## src/design/mqttrd_pkg.sv

```systemverilog
package mqttrd_pkg;

   localparam int MAX_LENGTH_BYTES = 4;

   localparam logic [1:0] KIND_TOPIC     = 2'd0;
   localparam logic [1:0] KIND_PAYLOAD   = 2'd1;
   localparam logic [1:0] KIND_CONNACK   = 2'd2;
   localparam logic [1:0] KIND_MALFORMED = 2'd3;

   localparam logic [3:0] PTYPE_CONNACK = 4'd2;
   localparam logic [3:0] PTYPE_PUBLISH = 4'd3;

   localparam logic [7:0] CONNACK_NONE = 8'hFF;

   typedef struct packed {
      logic       vld;
      logic [1:0] kind;
      logic [7:0] data;
      logic       last;
   } res_type;

endpackage

```

## src/design/mqttrd_parse.sv

```systemverilog
module mqttrd_parse (
   input  logic               clock,
   input  logic               reset,
   input  logic               step_en,
   input  logic [7:0]         rx_byte,
   output mqttrd_pkg::res_type res
);
   import mqttrd_pkg::*;

   localparam logic [2:0] PH_HEADER = 3'd0;
   localparam logic [2:0] PH_LENGTH = 3'd1;
   localparam logic [2:0] PH_BODY   = 3'd2;

   logic [2:0]  phase_ff, phase_in;
   logic [7:0]  header_ff, header_in;
   logic [27:0] rlen_ff, rlen_in;
   logic [1:0]  lidx_ff, lidx_in;
   logic [15:0] tlen_ff, tlen_in;
   logic [27:0] bcnt_ff, bcnt_in;
   logic [7:0]  cack_ff, cack_in;
   logic        dlv_ff, dlv_in;

   logic [3:0]  ptype;
   logic [1:0]  skip;
   logic [4:0]  shamt;
   logic [27:0] rlen_or;
   logic [28:0] pos1;
   logic        pkt_end;
   logic [16:0] topic_end;
   logic [17:0] pay_start;
   logic [15:0] tlen_new;
   logic [17:0] offset;

   assign ptype     = header_ff[7:4];
   assign skip      = (header_ff[2:1] != 2'b00) ? 2'd2 : 2'd0;
   assign shamt     = 5'(lidx_ff) * 5'd7;
   assign rlen_or   = rlen_ff | (28'(rx_byte[6:0]) << shamt);
   assign pos1      = {1'b0, bcnt_ff} + 29'd1;
   assign pkt_end   = pos1 >= {1'b0, rlen_ff};
   assign topic_end = {1'b0, tlen_ff} + 17'd2;
   assign pay_start = {2'b00, tlen_ff} + 18'd2 + 18'(skip);
   assign tlen_new  = tlen_ff | {8'h00, rx_byte};
   assign offset    = {2'b00, tlen_new} + 18'd2 + 18'(skip);

   always_comb begin
      phase_in  = phase_ff;
      header_in = header_ff;
      rlen_in   = rlen_ff;
      lidx_in   = lidx_ff;
      tlen_in   = tlen_ff;
      bcnt_in   = bcnt_ff;
      cack_in   = cack_ff;
      dlv_in    = dlv_ff;
      res       = '0;
      unique case (phase_ff)
         PH_LENGTH: begin
            rlen_in = rlen_or;
            if (!rx_byte[7]) begin
               bcnt_in = '0;
               if (rlen_or == 28'd0) begin
                  phase_in = PH_HEADER;
                  if (ptype == PTYPE_CONNACK) begin
                     res.vld  = 1'b1;
                     res.kind = KIND_CONNACK;
                     res.data = CONNACK_NONE;
                  end
               end else begin
                  phase_in = PH_BODY;
               end
            end else if (3'(lidx_ff) + 3'd1 >= 3'(MAX_LENGTH_BYTES)) begin
               phase_in = PH_HEADER;
               res.vld  = 1'b1;
               res.kind = KIND_MALFORMED;
            end else begin
               lidx_in = lidx_ff + 2'd1;
            end
         end
         PH_BODY: begin
            if (ptype == PTYPE_CONNACK) begin
               if (bcnt_ff == 28'd1) cack_in = rx_byte;
               if (pkt_end) begin
                  res.vld  = 1'b1;
                  res.kind = KIND_CONNACK;
                  res.data = (bcnt_ff == 28'd1) ? rx_byte : cack_ff;
               end
            end else if (ptype == PTYPE_PUBLISH) begin
               if (bcnt_ff == 28'd0) begin
                  tlen_in = {rx_byte, 8'h00};
               end else if (bcnt_ff == 28'd1) begin
                  tlen_in = tlen_new;
                  dlv_in  = (rlen_ff >= 28'd4) && (rlen_ff > 28'(offset));
               end else if (dlv_ff) begin
                  if (bcnt_ff < 28'(topic_end)) begin
                     res.vld  = 1'b1;
                     res.kind = KIND_TOPIC;
                     res.data = rx_byte;
                  end else if (bcnt_ff >= 28'(pay_start)) begin
                     res.vld  = 1'b1;
                     res.kind = KIND_PAYLOAD;
                     res.data = rx_byte;
                     res.last = pkt_end;
                  end
               end
            end
            bcnt_in = pos1[27:0];
            if (pkt_end) phase_in = PH_HEADER;
         end
         default: begin
            header_in = rx_byte;
            rlen_in   = '0;
            lidx_in   = '0;
            tlen_in   = '0;
            bcnt_in   = '0;
            cack_in   = CONNACK_NONE;
            dlv_in    = 1'b0;
            phase_in  = PH_LENGTH;
         end
      endcase
   end

   always_ff @(posedge clock) begin
      if (reset) begin
         phase_ff  <= PH_HEADER;
         header_ff <= '0;
         rlen_ff   <= '0;
         lidx_ff   <= '0;
         tlen_ff   <= '0;
         bcnt_ff   <= '0;
         cack_ff   <= CONNACK_NONE;
         dlv_ff    <= 1'b0;
      end else if (step_en) begin
         phase_ff  <= phase_in;
         header_ff <= header_in;
         rlen_ff   <= rlen_in;
         lidx_ff   <= lidx_in;
         tlen_ff   <= tlen_in;
         bcnt_ff   <= bcnt_in;
         cack_ff   <= cack_in;
         dlv_ff    <= dlv_in;
      end
   end

endmodule

```

## src/design/mqtt_receive_deframer.sv

```systemverilog
// A byte taken on the request side passes through the input register and then
// the result register before its result appears on rsp_valid.
// Throughput: one byte per cycle; the input register advances whenever the
// result register is empty or its transfer completes in the same cycle.
// Reset (synchronous, active high) clears both valid flags and returns the
// parser to waiting for a header byte.
module mqtt_receive_deframer (
   input  logic       clock,
   input  logic       reset,
   input  logic       req_valid,
   output logic       req_stall,
   input  logic [7:0] req_rx_byte,
   output logic       rsp_valid,
   input  logic       rsp_stall,
   output logic [1:0] rsp_kind,
   output logic [7:0] rsp_data,
   output logic       rsp_last
);
   import mqttrd_pkg::*;

   logic       in_vld_ff, in_vld_in;
   logic [7:0] in_byte_ff;
   logic       out_vld_ff, out_vld_in;
   logic [1:0] out_kind_ff;
   logic [7:0] out_data_ff;
   logic       out_last_ff;
   logic       p_adv;
   logic       req_take;
   res_type    res;

   assign p_adv     = in_vld_ff && (!out_vld_ff || !rsp_stall);
   assign req_stall = in_vld_ff && !p_adv;
   assign req_take  = req_valid && !req_stall;

   mqttrd_parse u_parse (
      .clock   (clock),
      .reset   (reset),
      .step_en (p_adv),
      .rx_byte (in_byte_ff),
      .res     (res)
   );

   always_comb begin
      in_vld_in = in_vld_ff;
      if (req_take)   in_vld_in = 1'b1;
      else if (p_adv) in_vld_in = 1'b0;
      out_vld_in = out_vld_ff;
      if (p_adv)           out_vld_in = res.vld;
      else if (!rsp_stall) out_vld_in = 1'b0;
   end

   always_ff @(posedge clock) begin
      if (reset) begin
         in_vld_ff  <= 1'b0;
         out_vld_ff <= 1'b0;
      end else begin
         in_vld_ff  <= in_vld_in;
         out_vld_ff <= out_vld_in;
      end
   end

   always_ff @(posedge clock) begin
      if (req_take) in_byte_ff <= req_rx_byte;
      if (p_adv && res.vld) begin
         out_kind_ff <= res.kind;
         out_data_ff <= res.data;
         out_last_ff <= res.last;
      end
   end

   assign rsp_valid = out_vld_ff;
   assign rsp_kind  = out_kind_ff;
   assign rsp_data  = out_data_ff;
   assign rsp_last  = out_last_ff;

`ifndef SYNTH
   a_last_payload: assert property (@(posedge clock) disable iff (reset)
      rsp_valid && rsp_last |-> rsp_kind == KIND_PAYLOAD)
      else $error("last flag on non-payload transfer");

   a_malformed_zero: assert property (@(posedge clock) disable iff (reset)
      rsp_valid && rsp_kind == KIND_MALFORMED |-> rsp_data == 8'h00 && !rsp_last)
      else $error("malformed result carries data");

   a_stall_held: assert property (@(posedge clock) disable iff (reset)
      req_stall |-> in_vld_ff && out_vld_ff && rsp_stall)
      else $error("input stalled without a blocked result");
`endif

endmodule

```

## config.mk

```make
export PLATFORM = sky130hd
export DESIGN_NAME = mqtt_receive_deframer
export DESIGN_NICKNAME = d
export VERILOG_FILES = /design/src/design/mqttrd_pkg.sv /design/src/design/mqttrd_parse.sv /design/src/design/mqtt_receive_deframer.sv
export SDC_FILE = /design/constraint.sdc
export NUM_CORES = 1
export LEC_CHECK = 0
export BUFFER_PORTS_ARGS = -buffer_cell sky130_fd_sc_hd__buf_4
export CAP_MARGIN = 20
export CORE_MARGIN = 1
export CORE_UTILIZATION = 25
export DETAILED_ROUTE_END_ITERATION = 7
export HOLD_SLACK_MARGIN = 0.15
export PLACE_DENSITY_LB_ADDON = 0.3
export SLEW_MARGIN = 20
export SYNTH_ARGS = -nofsm -noshare
export SYNTH_HDL_FRONTEND = slang
export SYNTH_SLANG_ARGS = --single-unit
export TNS_END_PERCENT = 50
```

## constraint.sdc

```tcl
create_clock -name clock -period 5.35 [get_ports clock]
set_input_delay 1.07 -clock clock [delete_from_list [all_inputs] [get_ports clock]]
set_output_delay 1.07 -clock clock [all_outputs]
set_load 0.01 [all_outputs]
```

==> results of run 1 <==
==> synthesized netlist by cell type, types with 4 or more instances <==
library cell	count	area, µm²
nor3_1	29	145
nor4_1	19	119
or3_1	5	31.3
clkbuf_1	41	154
o21a_1	4	30.0
nand4_1	15	93.8
nor2b_1	8	50.1
o21ai_0	25	125
mux2i_1	7	70.1
nand3b_1	6	45.0
ha_1	92	1150
xor2_1	22	193
nand2_1	72	270
a21oi_1	84	420
nand3_1	37	185
a21o_1	20	150
or2_2	4	25.0
nor2_1	122	458
o211ai_1	4	30.0
nand2b_1	4	25.0
xnor2_1	51	447
a221o_1	10	100
edfxtp_1	19	571
a22oi_1	22	165
and3_1	14	87.6
dfxtp_1	93	1860
a211oi_1	8	60.1
o22ai_1	11	68.8
inv_1	49	184
buf_4	5	37.5
==> critical path, cell delays in order (launching register included) <==
cell	delay (ns)
dfxtp_1	0.46
ha_1	0.29
nand3_1	0.17
xor2_1	0.23
or3_1	0.40
or3_1	0.45
nor4_2	0.36
nand3b_1	0.14
xnor2_1	0.15
ha_1	0.33
a21o_1	0.18
a21oi_1	0.14
o211ai_1	0.10
a41o_1	0.31
o21ai_1	0.37
a21oi_2	0.20
a221o_1	0.39
==> logic make-up (layout without fill, tap and decap cells) <==
group | Yosys count | after routing
AO/OA/AOI/OAI | 215 | 215
XOR/XNOR | 74 | 74
buffers and inverters | 101 | 106
multiplexers | 7 | 7
AND/OR/NAND/NOR | 364 | 364
adder cells (fa/ha/maj) | 93 | 93
other | 1 | 2
flip-flops | 112 | 112
==> where the power goes <==
| part | switching (µW) | internal, µW | leakage, µW |
|---|---|---|---|
| sequential | 12.7 | 867 | 0.000953 |
| combinational | 123 | 66.0 | 0.00236 |
| clock | 366 | 332 | 0.000145 |
==> sequential cells by signal (all words and copies together) (netlist names) <==
name               flops
rsp_kind               2
u_parse.bcnt_ff       28
rsp_data               8
u_parse.dlv_ff         1
u_parse.tlen_ff       16
in_vld_ff              1
rsp_last               1
in_byte_ff             8
u_parse.rlen_ff       28
u_parse.cack_ff        8
rsp_valid              1
u_parse.phase_ff       2
u_parse.header_ff      6
u_parse.lidx_ff        2
==> stage by stage <==
step	setup slack, ns	util [%]	hold slack, ns
global route	0.103	28.5	0.473
finish	0.430	28.5	0.456
global placement	0.509	27.5	0.442
detailed placement	0.460	27.6	0.447
floorplan	0.676	-	0.428
CTS	0.420	28.5	0.456
==> cell type report <==
type	count	area, µm²
fillers	3344	22100
multi-input cells	755	5110
flip-flops and latches	112	2430
well taps	396	495
repair buffers	39	297
clock buffers	9	225
inverters	51	191
clock inverters	7	68.8
==> final timing paths <==
path | start | endpoint | slack, ns
hold / removal | u_parse.dlv_ff | u_parse.dlv_ff | 0.46
setup reg to reg | u_parse.tlen_ff[1] | rsp_data[3] | 0.43
hold reg to reg | u_parse.dlv_ff | u_parse.dlv_ff | 0.46
setup / recovery | u_parse.tlen_ff[1] | rsp_data[3] | 0.43
==> routing by layer <==
| layer | track usage (%) | up-vias |
|---|---|---|
| met2 | 24.2 | 160 |
| met1 | 19.4 | 3320 |
| met5 | 0 | - |
| li1 | - | 3460 |
| met4 | 4.03 | 0 |
| met3 | 1.84 | 22 |
==> results.cfg, run 1 <==
[global_routing]
first_global_vias = 6632
antenna_found_initial = 0
grt_pass1_wl_mm = 37.0
grt_max_degree = 59
grt_overflow_total = 0
track_usage_pct = 14.4

[drt]
top_layer = met4
route.met2.wl_mm = 10.9
drcViolationCount = 0
viasPerCell = 5.09
drt-wirelength-per-cell_um = 17.0
ant_nets = 0
drt-met1-wl_mm = 10.9
drtPass1Iterations = 5
wl_met3_mm = 1.10
drt_wl_total_mm = 23.2
vias = 6962
drtIter0Drc = 421

[logic_synthesis]
netlist_area_um2 = 7920
syn_inst = 967
synthAdderAreaFrac_pct = 14.7
async_flop_share_pct = 0
ys_seq_elements = 112
yosysWarnings = 0
synth_edf_count = 19
synth_ff_type = dfxtp_1
muxShareOfSynthArea_pct = 0.885
synth_compound_area_share_pct = 17.5
avgSynthCellArea_um2 = 8.19
yosysUniqueCellTypes = 72
synth_top_family_by_area = simple AND/OR/NAND/NOR gates
synthXorXnorAreaFrac_pct = 8.28
ys_seq_area_share_pct = 30.7
synth_simple_gate_area_share_pct = 22.8

[worst_setup_path]
critPathRequiredTime_ns = 5.48
arrival_ns = 5.05
worstSetupEndpointType = flop
path_max_fanout = 8
critPathKind = reg2reg
rr_worst_depth = 16
critPathLaunchType = flop

[finish]
final_cells = 1369
final_common_cell = nor2_1
final_cell_mix = nor2_1, dfxtp_1, ha_1, a21oi_1, nand2_1
nNetsFinal = 1072
n_antenna_cell = 0
area_growth_pct = 11.4
design_area_um2 = 8820
drive_gt1_share_pct = 7.91

[die]
core_um2 = 30900
start_util_pct = 25.6
fp.dieH_um = 180
ios = 25
die-width_um = 180
design.die.area_um2 = 32400
placementRows = 64

[clocking]
ctsRootBufferMaster = clkbuf_16
cts_resized = 0
htree_levels = 3
postCtsSetupBuffers = 0
cts_tree = built
cts_sinks = 112
clk_latency_ns = 0.37
clkTransAtPathRegs_ns = 0.09
hold_buffers = 0
cts_buffer_depth = 2
cts-buffers-inserted = 9

[sta]
fmax_mhz = 203
finClkSkew_ns = 0.0119
setup_viol = 0
worst_pin_slew_ns = 1.09
min_period_ns = 4.92
final_max_slew_viol_count = 0
relSlewSlack_pct = 26.8
setup_tns_ns = 0
hold_viol = 0
fin_crit_sh_pct = 92.0
rsz0062_at_grt = no

[hold_path]
min_path_cells = 2
holdCritPathClass = reg2reg

[power]
leakage_uw = 0.00346
max-vdd-ir-drop_v = 0.000157
power_uw = 1770
power.density_nw_per_um2 = 200

[placed_design]
placed_area_um2 = 8520
port_buffers = 24
dp.cells = 1352
gp_congestion = 0.881
dp_hpwl_mm = 17.2

[run]
drv_cap = 0

[outcome]
outcome = finished clean
No activity file was read; power rests on OpenSTA's default activity.
==> run 2: changes to the inputs <==
==> constraint.sdc (replaced) <==
create_clock -name clock -period 4.4 [get_ports clock]
set_input_delay 0.88 -clock clock [delete_from_list [all_inputs] [get_ports clock]]
set_output_delay 0.88 -clock clock [all_outputs]
set_load 0.01 [all_outputs]
==> run 2 against run 1 <==
Setup slack lost 0.18 ns. Wire length grew 4.5%. Sequential power grew 22%. Design area grew 6.4%. Sequential share of layout area shrank 1.6 points. Critical endpoint is now rsp_data[7].
==> results.cfg, run 2 (same netlist as run 1, synthesis figures left out) <==
[hold_path]
hp-start = u_parse.dlv_ff
holdCritPathClass = reg2reg
min_path_cells = 2
min_to = u_parse.dlv_ff

[clocking]
clk_latency_ns = 0.36
cts-buffers-inserted = 9
cts_tree = built
clkTransAtPathRegs_ns = 0.09
postCtsSetupBuffers = 0
htree_levels = 3
cts_buffer_depth = 2
cts_sinks = 112
ctsRootBufferMaster = clkbuf_16
hold_buffers = 0

[worst_setup_path]
critPathBufInv = 2
critPathRequiredTime_ns = 4.52
critPathMaxStageDelay_ns = 0.50
path_max_fanout = 8
crit-reg2reg-launch = u_parse.bcnt_ff[2]
arrival_ns = 4.26
regToRegSetupSlack_ns = 0.25
rr_worst_depth = 16
path_depth = 16
r2r_end = rsp_data[7]
critPathLaunchType = flop
worstSetupEndpointType = flop
critPathKind = reg2reg
crit_chain = and3_2 > nand3_4 > or3_4 > inv_1 > buf_4 > and3_1 > xor2_1 > ha_1 > a21oi_1 > nor2_1 > a211oi_1 > o21ai_0 > a211oi_2 > a21oi_1 > and3b_1 > a221o_1
crit_top_cell = a21oi_1
critical_path.top_delay_family = compound AO/OA/AOI/OAI gates
cpMaxStageDelayCell = dfxtp_1

[drt]
ant_nets = 0
drtPass1Iterations = 5
drtIter0Drc = 557
drt-wirelength-per-cell_um = 17.0
viasPerCell = 5.09
vias = 7289
drt_wl_total_mm = 24.3
drcViolationCount = 0

[sta]
min_period_ns = 4.15
final_max_slew_viol_count = 0
fmax_mhz = 241
setup_tns_ns = 0
worst_pin_slew_ns = 1.09
relSlewSlack_pct = 27.6
hold_viol = 0
fin_crit_sh_pct = 94.3
rsz0062_at_grt = yes
finClkSkew_ns = 0.0101
setup_viol = 0
worst_hold_slack_ns = 0.455

[power]
max-vdd-ir-drop_v = 0.000169
p_seq_share_pct = 50.0
leakage_uw = 0.00381
p_sw_uw = 605
p_int_uw = 1540
combPwrFrac_pct = 10.8
clkPwrFrac_pct = 39.2
power_switching_share_pct = 28.2
power.density_nw_per_um2 = 229

[placed_design]
placed_area_um2 = 8990
gp_congestion = 0.852
dp_hpwl_mm = 18.4
port_buffers = 24

[finish]
nNetsFinal = 1135
final_util_pct = 30.4
n_antenna_cell = 0
final_common_cell = nor2_1
final_cell_mix = nor2_1, buf_4, ha_1, dfxtp_1, a21oi_1
area_growth_pct = 18.5
design_area_um2 = 9380
drive_gt1_share_pct = 14.9
largest_registers = u_parse.bcnt_ff (28), u_parse.rlen_ff (28), u_parse.tlen_ff (16)

[die]
placementRows = 64
start_util_pct = 25.6
design.die.area_um2 = 32400
fp.dieH_um = 180
die-width_um = 180
ios = 25
core_um2 = 30900

[global_routing]
grt_overflow_total = 0
grt_max_degree = 59
grt_pass1_wl_mm = 39.0
track_usage_pct = 15.3
first_global_vias = 7024
antenna_found_initial = 1

[run]
drv_cap = 0

[outcome]
outcome = finished clean
## run 2: cell types whose count changed in the layout (fill, tap and decap cells not counted), sizes merged
cell	previous run	this run
clkinvlp	0	1
inv	54	53
buf	39	102
## run 2: through the flow
step | power [µW] | std cells | worst slack [ns]
after detailed placement | 1320 | 1416 | -0.145
after global routing | 2240 | 1432 | -0.0513
after global placement | 1320 | 1416 | -0.115
after floorplan | 1240 | 968 | 0.0782
after CTS | 2160 | 1432 | 0.0526
final | 2150 | 1432 | 0.252
## run 2: layout make-up
type	instances	area, µm²
clock inverter	7	72.6
clock buffer	9	225
tap	396	495
multi-input combinational	755	5200
sequential	112	2440
fill	3350	21500
inverter	51	191
timing repair buffer	102	766
## run 2: per-layer routing
layer	vias to the layer above	global-route usage (%)	share of wire (%)
met5	-	0	0.058
met4	2	4.90	1.9
met3	27	1.60	3.8
met2	157	24.7	45
met1	3520	21.2	49
li1	3583	-	-
## run 2: worst max path at each step
stage                                   from          end  slack [ns]
after floorplan           u_parse.tlen_ff[1]  rsp_data[0]        0.08
after global placement    u_parse.tlen_ff[1]  rsp_data[4]       -0.11
after detailed placement  u_parse.tlen_ff[1]  rsp_data[7]       -0.15
after CTS                 u_parse.tlen_ff[1]  rsp_data[7]        0.05
after global routing      u_parse.tlen_ff[1]  rsp_data[7]       -0.05
final                     u_parse.bcnt_ff[2]  rsp_data[7]        0.25
## run 2: tightest hold or removal path: cells and delay by family, from the launching register on
kind            cells  cell delay, ns
compound gates      1            0.05
flops               1            0.31
simple gates        1            0.05
## run 2: what timing repair did
| action | 4_1_cts | 5_1_grt |
|---|---|---|
| gates resized for setup | 3 | 15 |
| pin swaps | 2 | 2 |
| setup endpoints to repair | 19 | 21 |
## run 2: power by group through the flow
stage / Combinational, µW / Sequential [µW] / Clock [µW]
floorplan: 149 / 1090 / 0
global placement: 224 / 1100 / 0
detailed placement: 224 / 1100 / 0
CTS: 226 / 1070 / 864
global route: 256 / 1080 / 904
finish: 233 / 1070 / 842
==> run 3: changes to the inputs <==
==> constraint.sdc (replaced) <==
create_clock -name clock -period 3.7 [get_ports clock]
set_input_delay 0.74 -clock clock [delete_from_list [all_inputs] [get_ports clock]]
set_output_delay 0.74 -clock clock [all_outputs]
set_load 0.01 [all_outputs]
==> run 3 against run 2 <==
The flow now finishes with violations (negative setup slack). Global-route usage grew 0.51 points. Register-to-register slack lost 0.68 ns. Wire length grew 3.6%. Sequential power grew 20%. Maximum frequency grew 0.37%. Design area grew 9.7%.
==> results.cfg, run 3 (same netlist as run 1, synthesis figures left out) <==
[placed_design]
gp_congestion = 0.857
dp_hpwl_mm = 18.9
port_buffers = 24

[die]
die-width_um = 180
placementRows = 64
core_um2 = 30900
design.die.area_um2 = 32400
ios = 25
start_util_pct = 25.6
fp.dieH_um = 180

[power]
p_int_uw = 1940
p_sw_uw = 751
max-vdd-ir-drop_v = 0.000213
p_seq_share_pct = 47.4
power_uw = 2690
power_switching_share_pct = 27.9
combPwrFrac_pct = 12.0
leakage_uw = 0.00431
clkPwrFrac_pct = 40.6
power.density_nw_per_um2 = 261

[finish]
final_common_cell = buf_4
ff_latch_area_um2 = 2440
largest_registers = u_parse.bcnt_ff (28), u_parse.rlen_ff (28), u_parse.tlen_ff (16)
drive_gt1_share_pct = 24.0
fill_cells = 3234
n_antenna_cell = 0
final_cell_mix = buf_4, nor2_1, ha_1, dfxtp_1, a21oi_1
nNetsFinal = 1222
multi_input_area_um2 = 5400
area_growth_pct = 30.0

[sta]
fmax_mhz = 242
finClkSkew_ns = 0.0135
min_period_ns = 4.13
setup_viol = 25
hold_viol = 0
worst_pin_slew_ns = 0.787
rsz0062_at_grt = yes
worst_hold_slack_ns = 0.451
final_max_slew_viol_count = 0
fin_ws_ns = -0.433
fin_crit_sh_pct = 112
relSlewSlack_pct = 46.8

[clocking]
cts_sinks = 112
cts-buffers-inserted = 9
cts_tree = built
ctsRootBufferMaster = clkbuf_16
cts_buffer_depth = 2
clkTransAtPathRegs_ns = 0.09
clk_latency_ns = 0.37
htree_levels = 3
hold_buffers = 0

[worst_setup_path]
path_max_fanout = 11
critPathLaunchType = flop
crit-reg2reg-launch = u_parse.tlen_ff[1]
critPathMaxStageDelay_ns = 0.40
crit_top_cell = buf_4
worstSetupEndpointType = flop
arrival_ns = 4.23
critical_path.top_delay_family = simple AND/OR/NAND/NOR gates
critPathKind = reg2reg
crit_chain = ha_4 > nand3_4 > xor2_2 > buf_4 > or3_4 > nor4_4 > buf_4 > nand2_1 > xnor2_1 > ha_1 > and3_4 > nand3_2 > o211ai_1 > a41o_2 > o21ai_4 > buf_6 > a211oi_4 > buf_12
cpMaxStageDelayCell = or3_4
regToRegSetupSlack_ns = -0.43
critPathRequiredTime_ns = 3.80
startpoint = u_parse.tlen_ff[1]
critPathBufInv = 4

[drt]
vias = 7513
drcViolationCount = 0
drt_wl_total_mm = 25.2
drtIter0Drc = 434
drt-wirelength-per-cell_um = 16.6
drtPass1Iterations = 5
viasPerCell = 4.95
ant_nets = 0

[global_routing]
grt_max_degree = 58
use_met3_pct = 1.32
track_usage_pct = 15.8
antenna_found_initial = 0
grt_overflow_total = 0
top_usage_layer = met2
grt_pass1_wl_mm = 40.4
use_met1_pct = 21.7
grtUsageMet2_pct = 26.0
first_global_vias = 7402

[outcome]
failed_checks = negative setup slack
outcome = finished, violations left

[hold_path]
holdCritPathClass = reg2reg
hp-start = u_parse.dlv_ff

[run]
drv_cap = 0
run 3: changes by cell type in the layout (fill, tap and decap cells not counted), moves of 3 or more:
| cell | delta |
|---|---|
| a21oi_2 | +3 |
| or3_1 | -3 |
| buf_4 | +85 |
| nor4_1 | -3 |
| or3_4 | +3 |
| a21oi_1 | -3 |
| nand3_2 | +3 |
| nand3_1 | -4 |
run 3: final cells by class:
type	instances	area share, %
multi-input combinational	755	52.5
sequential	112	23.7
timing repair buffer	189	13.9
tap	396	4.81
clock buffer	9	2.19
inverter	51	1.86
clock inverter	7	0.997
run 3: what timing repair did:
action                     CTS  global route
buffers inserted             2             1
setup endpoints to repair   26            26
resized for setup           11            26
pin swaps                    6             6
run 3: per-layer routing:
metal / wire (µm) / up-vias
met1: 12600 / 3597
met2: 11600 / 109
met5: 0 / -
met4: 398 / 0
met3: 571 / 28
li1: - / 3779
run 3: through the flow:
| step | utilization, % | std cells | area (µm²) | setup TNS [ns] | setup WS (ns) |
|---|---|---|---|---|---|
| after floorplan | - | 968 | 8060 | -1.74 | -0.0981 |
| after global placement | 31.6 | 1500 | 9770 | -6.68 | -0.354 |
| after detailed placement | 31.6 | 1500 | 9770 | -7.83 | -0.417 |
| after CTS | 32.8 | 1518 | 10200 | -6.10 | -0.349 |
| after global routing | 33.3 | 1519 | 10300 | -12.36 | -0.580 |
| final | 33.3 | 1519 | 10300 | -8.49 | -0.433 |
run 3: power groups by stage:
stage	combinational, µW	sequential, µW	clock, µW
2_1_floorplan	182	1290	0
3_3_place_gp	306	1300	0
3_5_place_dp	309	1300	0
4_1_cts	314	1280	1120
5_1_grt	351	1280	1160
6_report	322	1280	1090
run 3: final timing paths:
check / to / depth (start not counted)
worst min-delay path: u_parse.dlv_ff / 2
worst max-delay path: rsp_data[0] / 18
worst min register to register: u_parse.dlv_ff / 2
worst max register to register: rsp_data[0] / 18
run 3: worst min-delay path, stage by stage (launching register included):
cell     delay (ns)
dfxtp_1        0.31
nand2_1        0.05
a21oi_1        0.05
